--- src/design/pidaw_pkg.sv ---
// Shared constants, codes and helpers of the PID regulator with adaptive gain.
package pidaw_pkg;

  localparam int FRAC_BITS = 16;

  // Sequencer step counts of the shared multiply and divide unit
  localparam int MUL_STEPS = 32;
  localparam int DIV_STEPS = 96;
  localparam logic [6:0] MUL_LAST = 7'(MUL_STEPS - 1);
  localparam logic [6:0] DIV_LAST = 7'(DIV_STEPS - 1);

  localparam longint ONE = longint'(1) << FRAC_BITS;
  localparam longint GAIN_LO_RAW = (3 * ONE) / 2;
  localparam longint GAIN_HI_RAW = 5 * ONE;
  localparam logic [23:0] GAIN_MAX = 24'hFFFFFF;
  localparam logic [23:0] GAIN_LO =
    (GAIN_LO_RAW > longint'(GAIN_MAX)) ? GAIN_MAX : 24'(GAIN_LO_RAW);
  localparam logic [23:0] GAIN_HI =
    (GAIN_HI_RAW > longint'(GAIN_MAX)) ? GAIN_MAX : 24'(GAIN_HI_RAW);

  localparam logic signed [63:0] OUT_MAX_RST = 64'(350 * ONE);
  localparam logic signed [63:0] OUT_MIN_RST = 64'(-350 * ONE);

  localparam logic [32:0] BIG_ERR   = 33'(7 * ONE);
  localparam logic [32:0] SMALL_ERR = 33'(ONE);

  localparam logic [31:0] USEC_PER_SEC  = 32'd1000000;
  localparam logic [31:0] GROW_DIVISOR  = 32'd200;
  localparam logic [31:0] DECAY_DIVISOR = 32'd100;
  localparam logic [60:0] MAG_CAP = 61'h1000000000000000;

  // Command codes
  localparam logic [1:0] CMD_UPDATE = 2'd0;
  localparam logic [1:0] CMD_ADAPT  = 2'd1;
  localparam logic [1:0] CMD_CLEAR  = 2'd2;
  localparam logic [1:0] CMD_NONE   = 2'd3;

  // Register indexes
  localparam logic [2:0] REG_KP      = 3'd0;
  localparam logic [2:0] REG_KI      = 3'd1;
  localparam logic [2:0] REG_KD      = 3'd2;
  localparam logic [2:0] REG_OUT_MIN = 3'd3;
  localparam logic [2:0] REG_OUT_MAX = 3'd4;

  // Saturate a wide signed value to 32 bits
  function automatic logic signed [31:0] sat32(input logic signed [63:0] v);
    logic signed [31:0] r;
    if (v > 64'sd2147483647) r = 32'sh7FFFFFFF;
    else if (v < -64'sd2147483648) r = 32'sh80000000;
    else r = v[31:0];
    return r;
  endfunction

endpackage

--- src/design/pid_antiwindup_adaptive_gain.sv ---
// PID regulator top level: sequencer around one shared shift-add multiplier and divider.
//
// Input channel (in_valid/in_ready) takes one word: command, setpoint,
// measured, elapsed_us. Output channel (out_valid/out_ready) returns one
// word per input: drive and gain_now after the command.
// Configuration: cfg_we with cfg_index and cfg_data writes a register;
// write it only while the block is idle.
// Timing: in_ready is high only in the idle state. An update runs three
// 32-step multiplies, two more 32-step multiplies and two 96-step restoring
// divides on the shared unit. Adapt takes one 96-step divide; clear, the
// unused command and an adapt with unchanged error skip the shared unit.
// The multiply and divide steps handle one bit per cycle.
// Results sit in an output register; the next word is accepted while a
// result waits, and a stalled receiver holds the block at its final step
// until the result is taken.
// Reset (rst, synchronous) clears the state machine, gains, integral, history
// and held drive, loads the drive bounds to +-350.0 and drops any pending result.
module pid_antiwindup_adaptive_gain
  import pidaw_pkg::*;
(
  input  logic               clk,
  input  logic               rst,
  input  logic               in_valid,
  output logic               in_ready,
  input  logic [1:0]         command,
  input  logic signed [31:0] setpoint,
  input  logic signed [31:0] measured,
  input  logic [31:0]        elapsed_us,
  output logic               out_valid,
  input  logic               out_ready,
  output logic signed [31:0] drive,
  output logic [23:0]        gain_now,
  input  logic               cfg_we,
  input  logic [2:0]         cfg_index,
  input  logic [31:0]        cfg_data
);

  typedef enum logic [3:0] {
    S_IDLE, S_START, S_MUL_EK, S_MUL_AEL, S_DIV_I, S_INT_ACC, S_MUL_DK, S_MUL_B,
    S_DIV_D, S_D_SAVE, S_MUL_P, S_SUM, S_CLAMP, S_ADIV, S_AFIN, S_DONE
  } state_t;

  state_t state;

  logic [1:0]         cmd_r;
  logic signed [31:0] sp_r, ms_r;
  logic [31:0]        el_r;

  logic [23:0]        ki, kd, kp_w;
  logic signed [63:0] omin, omax, held, sum_r;
  logic signed [31:0] integ, prev_ms, prev_ae, ea_r;
  logic               a_big, a_small;

  logic [95:0] acc;
  logic [63:0] mcand;
  logic [31:0] mplr, rem, divisor;
  logic [6:0]  cnt;

  logic signed [32:0] err, dm;
  logic [32:0]        err_mag, dm_mag;
  logic [31:0]        el_fix;
  logic [64:0]        msum;
  logic [95:0]        mul_next;
  logic [32:0]        dtrial, ddiff;
  logic               dfit;
  logic [60:0]        qcap, tmag;
  logic [63:0]        tword, pmag;
  logic signed [63:0] iterm, dterm, pterm, integ64;
  logic               over, under;
  logic signed [31:0] integ_hi, integ_lo, e_sat;
  logic [31:0]        ea;
  logic signed [33:0] delta, kp_sum;
  logic [23:0]        kp_clamped;
  logic               last_mul, last_div;

  assign in_ready = (state == S_IDLE);
  assign last_mul = (cnt == MUL_LAST);
  assign last_div = (cnt == DIV_LAST);

  // Operand shaping
  always_comb begin
    err     = {sp_r[31], sp_r} - {ms_r[31], ms_r};
    dm      = {ms_r[31], ms_r} - {prev_ms[31], prev_ms};
    err_mag = err[32] ? 33'(33'd0 - err) : err;
    dm_mag  = dm[32] ? 33'(33'd0 - dm) : dm;
    el_fix  = (el_r == 32'd0) ? 32'd1 : el_r;
    integ64 = {{32{integ[31]}}, integ};
  end

  // Shared unit: one shift-add multiply step and one restoring divide step
  always_comb begin
    msum     = {1'b0, acc[95:32]} + (mplr[0] ? {1'b0, mcand} : 65'd0);
    mul_next = {msum, acc[31:1]};
    dtrial   = {rem, acc[95]};
    dfit     = (dtrial >= {1'b0, divisor});
    ddiff    = dtrial - {1'b0, divisor};
  end

  // Term forming from the unit's quotient or product
  always_comb begin
    qcap  = (|acc[95:60]) ? MAG_CAP : acc[60:0];
    tmag  = qcap >> FRAC_BITS;
    tword = {3'b000, tmag};
    iterm = err[32] ? $signed(64'd0 - tword) : $signed(tword);
    dterm = (!dm[32] && (dm != 33'sd0)) ? $signed(64'd0 - tword) : $signed(tword);
    pmag  = acc[63:0] >> FRAC_BITS;
    pterm = err[32] ? $signed(64'd0 - pmag) : $signed(pmag);
  end

  // Clamp with back-calculation into the integral
  always_comb begin
    over     = (sum_r > omax);
    under    = (sum_r < omin);
    integ_hi = sat32(integ64 - (sum_r - omax));
    integ_lo = sat32(integ64 + (omin - sum_r));
  end

  // Gain adaptation
  always_comb begin
    e_sat = sat32(64'(err));
    ea    = e_sat[31] ? (32'd0 - e_sat) : e_sat;
    if (a_big) begin
      delta = (ea_r > prev_ae) ? $signed({2'b00, acc[31:0]})
                               : $signed(34'd0 - {2'b00, acc[31:0]});
    end else if (a_small) begin
      delta = $signed(34'd0 - {2'b00, acc[31:0]});
    end else begin
      delta = 34'sd0;
    end
    kp_sum = $signed({10'd0, kp_w}) + delta;
    if (kp_sum < $signed({10'd0, GAIN_LO})) kp_clamped = GAIN_LO;
    else if (kp_sum > $signed({10'd0, GAIN_HI})) kp_clamped = GAIN_HI;
    else kp_clamped = kp_sum[23:0];
  end

  // Sequencer, state and result register
  always_ff @(posedge clk) begin
    if (rst) begin
      state     <= S_IDLE;
      out_valid <= 1'b0;
      ki        <= 24'd0;
      kd        <= 24'd0;
      kp_w      <= 24'd0;
      omin      <= OUT_MIN_RST;
      omax      <= OUT_MAX_RST;
      integ     <= 32'sd0;
      prev_ms   <= 32'sd0;
      prev_ae   <= 32'sd0;
      held      <= 64'sd0;
      cnt       <= 7'd0;
    end else begin
      if (out_valid && out_ready && (state != S_DONE)) out_valid <= 1'b0;

      // Configuration writes
      if (cfg_we) begin
        case (cfg_index)
          REG_KP:      kp_w <= cfg_data[23:0];
          REG_KI:      ki   <= cfg_data[23:0];
          REG_KD:      kd   <= cfg_data[23:0];
          REG_OUT_MIN: omin <= {{32{cfg_data[31]}}, cfg_data};
          REG_OUT_MAX: omax <= {{32{cfg_data[31]}}, cfg_data};
          default: ;
        endcase
      end

      case (state)
        S_IDLE: begin
          if (in_valid) begin
            cmd_r <= command;
            sp_r  <= setpoint;
            ms_r  <= measured;
            el_r  <= elapsed_us;
            state <= S_START;
          end
        end
        S_START: begin
          cnt <= 7'd0;
          case (cmd_r)
            CMD_UPDATE: begin
              acc   <= 96'd0;
              mcand <= {31'd0, err_mag};
              mplr  <= {8'd0, ki};
              state <= S_MUL_EK;
            end
            CMD_ADAPT: begin
              if (e_sat == prev_ae) begin
                state <= S_DONE;
              end else begin
                ea_r    <= e_sat;
                a_big   <= ({1'b0, ea} >= BIG_ERR);
                a_small <= ({1'b0, ea} < SMALL_ERR);
                acc     <= {64'd0, ea};
                rem     <= 32'd0;
                divisor <= ({1'b0, ea} >= BIG_ERR) ? GROW_DIVISOR : DECAY_DIVISOR;
                state   <= S_ADIV;
              end
            end
            CMD_CLEAR: begin
              integ   <= 32'sd0;
              prev_ms <= 32'sd0;
              sum_r   <= held;
              state   <= S_CLAMP;
            end
            default: state <= S_DONE;
          endcase
        end
        S_MUL_EK, S_MUL_AEL, S_MUL_DK, S_MUL_B, S_MUL_P: begin
          acc  <= mul_next;
          mplr <= {1'b0, mplr[31:1]};
          cnt  <= cnt + 7'd1;
          if (last_mul) begin
            cnt <= 7'd0;
            case (state)
              S_MUL_EK: begin
                acc   <= 96'd0;
                mcand <= mul_next[63:0];
                mplr  <= el_fix;
                state <= S_MUL_AEL;
              end
              S_MUL_AEL: begin
                rem     <= 32'd0;
                divisor <= USEC_PER_SEC;
                state   <= S_DIV_I;
              end
              S_MUL_DK: begin
                acc   <= 96'd0;
                mcand <= mul_next[63:0];
                mplr  <= USEC_PER_SEC;
                state <= S_MUL_B;
              end
              S_MUL_B: begin
                rem     <= 32'd0;
                divisor <= el_fix;
                state   <= S_DIV_D;
              end
              default: state <= S_SUM;
            endcase
          end
        end
        S_DIV_I, S_DIV_D, S_ADIV: begin
          acc <= {acc[94:0], dfit};
          rem <= dfit ? ddiff[31:0] : dtrial[31:0];
          cnt <= cnt + 7'd1;
          if (last_div) begin
            cnt <= 7'd0;
            case (state)
              S_DIV_I: state <= S_INT_ACC;
              S_DIV_D: state <= S_D_SAVE;
              default: state <= S_AFIN;
            endcase
          end
        end
        S_INT_ACC: begin
          integ <= sat32(integ64 + iterm);
          acc   <= 96'd0;
          mcand <= {31'd0, dm_mag};
          mplr  <= {8'd0, kd};
          state <= S_MUL_DK;
        end
        S_D_SAVE: begin
          sum_r <= dterm;
          acc   <= 96'd0;
          mcand <= {31'd0, err_mag};
          mplr  <= {8'd0, kp_w};
          state <= S_MUL_P;
        end
        S_SUM: begin
          sum_r <= pterm + integ64 + sum_r;
          state <= S_CLAMP;
        end
        S_CLAMP: begin
          if (over) begin
            integ <= integ_hi;
            held  <= omax;
          end else if (under) begin
            integ <= integ_lo;
            held  <= omin;
          end else begin
            held <= sum_r;
          end
          if (cmd_r == CMD_UPDATE) prev_ms <= ms_r;
          state <= S_DONE;
        end
        S_AFIN: begin
          kp_w    <= kp_clamped;
          prev_ae <= ea_r;
          state   <= S_DONE;
        end
        S_DONE: begin
          if (!out_valid || out_ready) begin
            out_valid <= 1'b1;
            drive     <= held[31:0];
            gain_now  <= kp_w;
            state     <= S_IDLE;
          end
        end
        default: state <= S_IDLE;
      endcase
    end
  end

  // Adapted gain lands inside its bounds
  assert property (@(posedge clk) disable iff (rst)
    (state == S_AFIN) |=> (kp_w >= GAIN_LO) && (kp_w <= GAIN_HI))
    else $error("adapted gain out of bounds");

  // Accepted word leaves the idle state at once
  assert property (@(posedge clk) disable iff (rst)
    (in_valid && in_ready) |=> !in_ready)
    else $error("ready held after accept");

  // Finishing publishes the held drive
  assert property (@(posedge clk) disable iff (rst)
    (state == S_DONE && (!out_valid || out_ready)) |=>
      out_valid && (drive == $past(held[31:0])) && (gain_now == $past(kp_w)))
    else $error("result word not published");

  // Step counter stays within the divide length
  assert property (@(posedge clk) disable iff (rst)
    (state != S_IDLE) |-> (cnt <= DIV_LAST))
    else $error("step counter overrun");

endmodule
--- config.mk ---
export PLATFORM = sky130hd
export DESIGN_NAME = pid_antiwindup_adaptive_gain
export DESIGN_NICKNAME = d
export VERILOG_FILES = /design/src/design/pidaw_pkg.sv /design/src/design/pid_antiwindup_adaptive_gain.sv
export SDC_FILE = /design/constraint.sdc
export NUM_CORES = 2
export LEC_CHECK = 0
export ABC_AREA = 1
export BUFFER_PORTS_ARGS = -buffer_cell sky130_fd_sc_hd__buf_2
export CAP_MARGIN = 20
export CORE_MARGIN = 2
export CORE_UTILIZATION = 45
export DETAILED_ROUTE_END_ITERATION = 6
export MAX_ROUTING_LAYER = met4
export RECOVER_POWER = 25
export SETUP_SLACK_MARGIN = 0.1
export SYNTH_ARGS = -nofsm -noshare
export SYNTH_HDL_FRONTEND = slang
export SYNTH_SLANG_ARGS = --single-unit
--- constraint.sdc ---
create_clock -name clk -period 10.35 [get_ports clk]
set_clock_uncertainty 0.05 [all_clocks]
set_input_delay 2.07 -clock clk [delete_from_list [all_inputs] [get_ports clk]]
set_output_delay 2.07 -clock clk [all_outputs]
set_load 0.05 [all_outputs]
# Word-level counts from Yosys, hierarchy flattened
# Cells that the tools add are included.
[classes]
n_mux = 75
eq_ne = 40
magnitude_cmp = 16
bitwise_logic = 2
n_addsub = 19
reduce_logical = 44
[ops]
columns = ["op", "count"]
rows = [
  ["$mux 32", 24],
  ["$mux 64", 10],
  ["$pmux 96 s4", 1],
  ["$mux 96", 3],
  ["$pmux 32 s2", 4],
  ["$pmux 64 s4", 1],
  ["$gt 64x32->1 const B", 3],
  ["$lt 64x32->1 const B", 3],
  ["$pmux 32 s3", 2],
  ["$pmux 64 s3", 1],
  ["$pmux 96 s2", 1],
  ["$add 32x64->64", 2],
  ["$pmux 32 s4", 1],
  ["$sub 32x64->64", 2],
  ["$mux 24", 5],
  ["$mux 34", 3],
  ["$mux 33", 2],
  ["$sub 1x33->33 const A", 2],
  ["$sub 32x32->33", 2],
  ["$add 64x64->65", 1],
  ["$add 64x32->64", 1],
  ["$add 64x64->64", 1],
  ["$gt 64x32->1", 1],
  ["$lt 64x32->1", 1],
  ["64 further kinds", 119],
]
[totals]
in_bits = 138
register_bits = 816
wordCells = 223
out_inout_bits = 58

# Longest topological paths before layout
[logic_depth]
word_depth = 11
depth_mapped = 48

# Worst setup path before layout
# No wires, ideal clock.
[synth_timing]
path_type = "in2reg"
startpoint = "input port rst"
endpoint = "register mcand[0] (enable)"
path_stages = 3
path_slack_ns = 1.074
setup_time_ns = 0.643
path_buffers = 2
arrival_ns = 8.583
cell_sequence = "clkbuf_1 clkbuf_1 nor4_1"
[synth_via]
elab_chain_len = 2
[synth_lines]
columns = ["item", "line_no", "text"]
rows = [
  ["start, declared", "pid_antiwindup_adaptive_gain.sv:22", "input logic rst,"],
  ["$not 1->1 (no line)", "n/a", ""],
  ["$reduce_and 5->1 (no line)", "n/a", ""],
  ["end signal, assigned", "pid_antiwindup_adaptive_gain.sv:181", "mcand <= {31'd0, err_mag};"],
  ["end signal, assigned", "pid_antiwindup_adaptive_gain.sv:216", "mcand <= mul_next[63:0];"],
  ["end signal, assigned", "pid_antiwindup_adaptive_gain.sv:227", "mcand <= mul_next[63:0];"],
  ["end, declared", "pid_antiwindup_adaptive_gain.sv:55", "logic [63:0] mcand;"],
]
# Every way passes these cells.
# A chain may end at the register's enable or synchronous reset.

# Final worst setup path
[layout_timing]
startpoint = "register ms_r[0]"
endpoint = "register sum_r[59] (data pin)"
[layout_via]
elab_chain_len = 5
word_cells_on_any_way = 10
cone_classes = "add/sub (4); mux (3); reduce/logical (3)"
[layout_lines]
columns = ["item", "line_no", "text"]
rows = [
  ["start, declared", "pid_antiwindup_adaptive_gain.sv:46", "logic signed [31:0] sp_r, ms_r;"],
  ["start signal, assigned", "pid_antiwindup_adaptive_gain.sv:171", "ms_r <= measured;"],
  ["$sub 32x32->33, on equally long branches", "pid_antiwindup_adaptive_gain.sv:82, pid_antiwindup_adaptive_gain.sv:83", ""],
  ["$mux 64, or another cell as far along", "pid_antiwindup_adaptive_gain.sv:107", "pterm = err[32] ? $signed(64'd0 - pmag) : $signed(pmag);"],
  ["$add 64x32->64 or $logic_and 1x1->1 (tied branches)", "pid_antiwindup_adaptive_gain.sv:268, pid_antiwindup_adaptive_gain.sv:105", ""],
  ["$add 64x64->64 or $mux 64 (tied branches)", "pid_antiwindup_adaptive_gain.sv:268, pid_antiwindup_adaptive_gain.sv:105", ""],
  ["$pmux 64 s3 (*)", "pid_antiwindup_adaptive_gain.sv:166", "case (state)"],
  ["end signal, assigned", "pid_antiwindup_adaptive_gain.sv:201", "sum_r <= held;"],
  ["end signal, assigned", "pid_antiwindup_adaptive_gain.sv:261", "sum_r <= dterm;"],
  ["end signal, assigned", "pid_antiwindup_adaptive_gain.sv:268", "sum_r <= pterm + integ64 + sum_r;"],
  ["end, declared", "pid_antiwindup_adaptive_gain.sv:50", "logic signed [63:0] omin, omax, held, sum_r;"],
]
# Mark *: on every way between the ends. The rest lies on a longest branch, timed or not.

==> flow_summary.ini <==
[logic_synthesis]
synth_top_family_by_area = simple AND/OR/NAND/NOR gates
synthesis.nets = 11800
netlist_area_sq_um = 76200
seq_area_frac_synth_pct = 28.1
netlist_instances = 10800
synth_compound_area_share_pct = 18.5
synth_ff_type = edfxtp_1
synth-edff-count = 508
synthXorXnorAreaFrac_pct = 4.16
ys_seq_elements = 816
synth-simple-area-share_pct = 23.4
async_flop_share_pct = 0
synth_area_per_cell_sq_um = 7.02
synthAdderAreaFrac_pct = 14.8
synth.distinct_cells = 79
synthMuxAreaShare_pct = 0
yosysWarnings = 0

[clock_network]
cts_root_buf = clkbuf_16
postCtsResizedCells = 0
htreeDepth = 3
clk_pin_slew_ns = 0.06
clk_path_buf_depth = 3
cts_made_buffers = 96
cts.sinks = 816
clk_latency_ns = 0.79
cts_hold_buffers = 0
cts_tree = yes
cts_setup_buffers = 0

[sta]
fmax_mhz = 119
layout_worst_path_cycle_share_pct = 81.1
finalSetupTns_ns = 0
hold_viol = 0
rsz0062_at_grt = no
setup-violations-final = 0
fin_crit_ns = 8.39
worstMarginPinSlew_ns = 3.42
maxSlewHeadroom_pct = -128
finalMaxSlewViolations = 388

[power]
p_leak_uw = 0.0383
power_uw = 31200
p_per_area_nw_per_um2 = 377
vdd_drop_max_mv = 0.251

[finish]
final_common_cell = nand2_1
layout_common_cells = 2046 x nand2_1, 1841 x inv_1, 1078 x nor2_1, 1002 x a21oi_1, 786 x o21ai_0
drive_gt1_share_pct = 5.72
nNetsFinal = 11800
syn_to_final_growth_pct = 8.47

[floorplanning]
rows = 150
die_x_microns = 415
pin_count = 196
initial_core_util_pct = 45.4
dieArea_sq_um = 173000
die_h_microns = 415
coreArea_sq_um = 168000

[critical_path]
worst_setup_path_start_kind = flop
crit_slowest_cell = o21ai_0
critPathMostFrequentCell = nand2_1
required_ns = 10.75
critPathKind = reg -> reg
crit_fanout = 70
cpPeakStageDelay_ns = 0.60
cp.arrival_ns = 8.80
end_kind = flop

[detailed_routing]
vias = 75600
first_pass_iters = 7
viasPerCell = 5.72
post_drt_wl_per_cell_microns = 22.9
route.detailed.drc = 0
drtAntennaViolNets = 0
wl_microns = 302000
first_iter_violations = 7512

[global_route]
grtUsageTotal_pct = 35.1
grt_pass1_wl_microns = 449000
grt_pass1_vias = 72700
antenna_found_initial = 18
grt_overflow_total = 0
grt_max_degree = 83

[placed_design]
place_congestion = 1.04
port_buffers = 195
post-dp-hpwl_microns = 243000

[run_status]
status = finished with violations
failed_checks = max-capacitance violations, max-slew violations

[flow_run]
cap_violations = 7

[hold_path]
hold_class = reg -> reg
## synthesized netlist by cell type (55+ instances only)
| cell | count | area, sq um |
|---|---|---|
| nand2_1 | 2049 | 7690 |
| inv_1 | 1850 | 6940 |
| nor2_1 | 1088 | 4080 |
| a21oi_1 | 1005 | 5030 |
| o21ai_0 | 787 | 3940 |
| nand3_1 | 590 | 2950 |
| ha_1 | 589 | 7370 |
| edfxtp_1 | 508 | 15300 |
| dfxtp_1 | 308 | 6170 |
| xor2_1 | 247 | 2160 |
| clkbuf_1 | 237 | 890 |
| fa_1 | 196 | 3920 |
| a31oi_1 | 131 | 820 |
| nand4_1 | 123 | 769 |
| xnor2_1 | 113 | 990 |
| nor3_1 | 106 | 531 |
| nor4_1 | 63 | 394 |
| o22ai_1 | 60 | 375 |
| o211ai_1 | 57 | 428 |
| o221ai_1 | 55 | 482 |
## worst max-delay path, delay by kind of cell (launching register included)
family | cells | cell delay, ns
buf+inv | 5 | 0.88
compound gates | 9 | 2.81
fa+ha+maj | 4 | 1.45
flops | 1 | 0.42
simple gates | 20 | 2.33
## final timing paths
| path | slack (ns) | from | to | cells past startpoint |
|---|---|---|---|---|
| worst min-delay path | 0.38 | held[15]$_SDFFE_PP0P_ | drive[15]$_DFFE_PP_ | 0 |
| worst max-delay path | 1.96 | ms_r[0]$_DFFE_PP_ | sum_r[59]$_DFFE_PP_ | 38 |
| worst max register to register | 1.96 | ms_r[0]$_DFFE_PP_ | sum_r[59]$_DFFE_PP_ | 38 |
| worst min register to register | 0.38 | held[15]$_SDFFE_PP0P_ | drive[15]$_DFFE_PP_ | 0 |
## cells by family after synthesis
family	Yosys count
simple gates	4211
compound gates	2489
buf+inv	2183
flops	816
fa+ha+maj	785
xor+xnor	361
## routing by layer
metal  up-vias  wire, microns  share of wire (%)  global-route usage (%)
met4         0          16700                5.5                    16.6
met1     35800         128000                 42                    44.3
met3       617          19200                6.4                    4.09
met2      2908         139000                 46                    56.1
met5         -              0                  0                       -
li1      36300              -                  -                       -
## stage by stage
step / instances / instance area, sq um / util (%) / setup slack, ns / hold WS [ns]
3_3_place_gp: 13000 / 79400 / 47.4 / 2.19 / 0.365
2_1_floorplan: 10800 / 76200 / - / 1.07 / 0.358
6_report: 13200 / 82600 / 49.3 / 1.96 / 0.383
3_5_place_dp: 13000 / 79500 / 47.4 / 2.09 / 0.367
5_1_grt: 13200 / 82600 / 49.3 / 1.41 / 0.391
4_1_cts: 13200 / 82700 / 49.3 / 2.00 / 0.382
## sequential cells by signal, indices dropped and copies added (netlist names), 7 cells and up
| register | flops |
|---|---|
| sum_r | 64 |
| prev_ae | 32 |
| ea_r | 32 |
| cnt | 7 |
| divisor | 32 |
| held | 64 |
| kp_w | 24 |
| integ | 32 |
| kd | 24 |
| mplr | 32 |
| mcand | 64 |
| el_r | 32 |
| omin | 32 |
| acc | 96 |
| gain_now | 24 |
| prev_ms | 32 |
| ki | 24 |
| sp_r | 32 |
| rem | 32 |
| drive | 32 |
| ms_r | 32 |
| omax | 32 |
## report_power, final
group	internal, uW	leakage (uW)	switching (uW)	total (uW)
clock	1940	0.00152	1540	3480
combinational	6800	0.0295	15500	22300
sequential	4600	0.00724	748	5350
## final cells by class
cell class / count / area [sq um]
Clock inverter: 50 / 522
Multi-Input combinational cell: 7846 / 46600
Tap cell: 2204 / 2760
Timing Repair Buffer: 279 / 1600
Fill cell: 17100 / 85000
Antenna cell: 6 / 15.0
Clock buffer: 131 / 2660
Inverter: 1883 / 7080
Sequential cell: 816 / 21400
(Power assumes the default switching activity.)
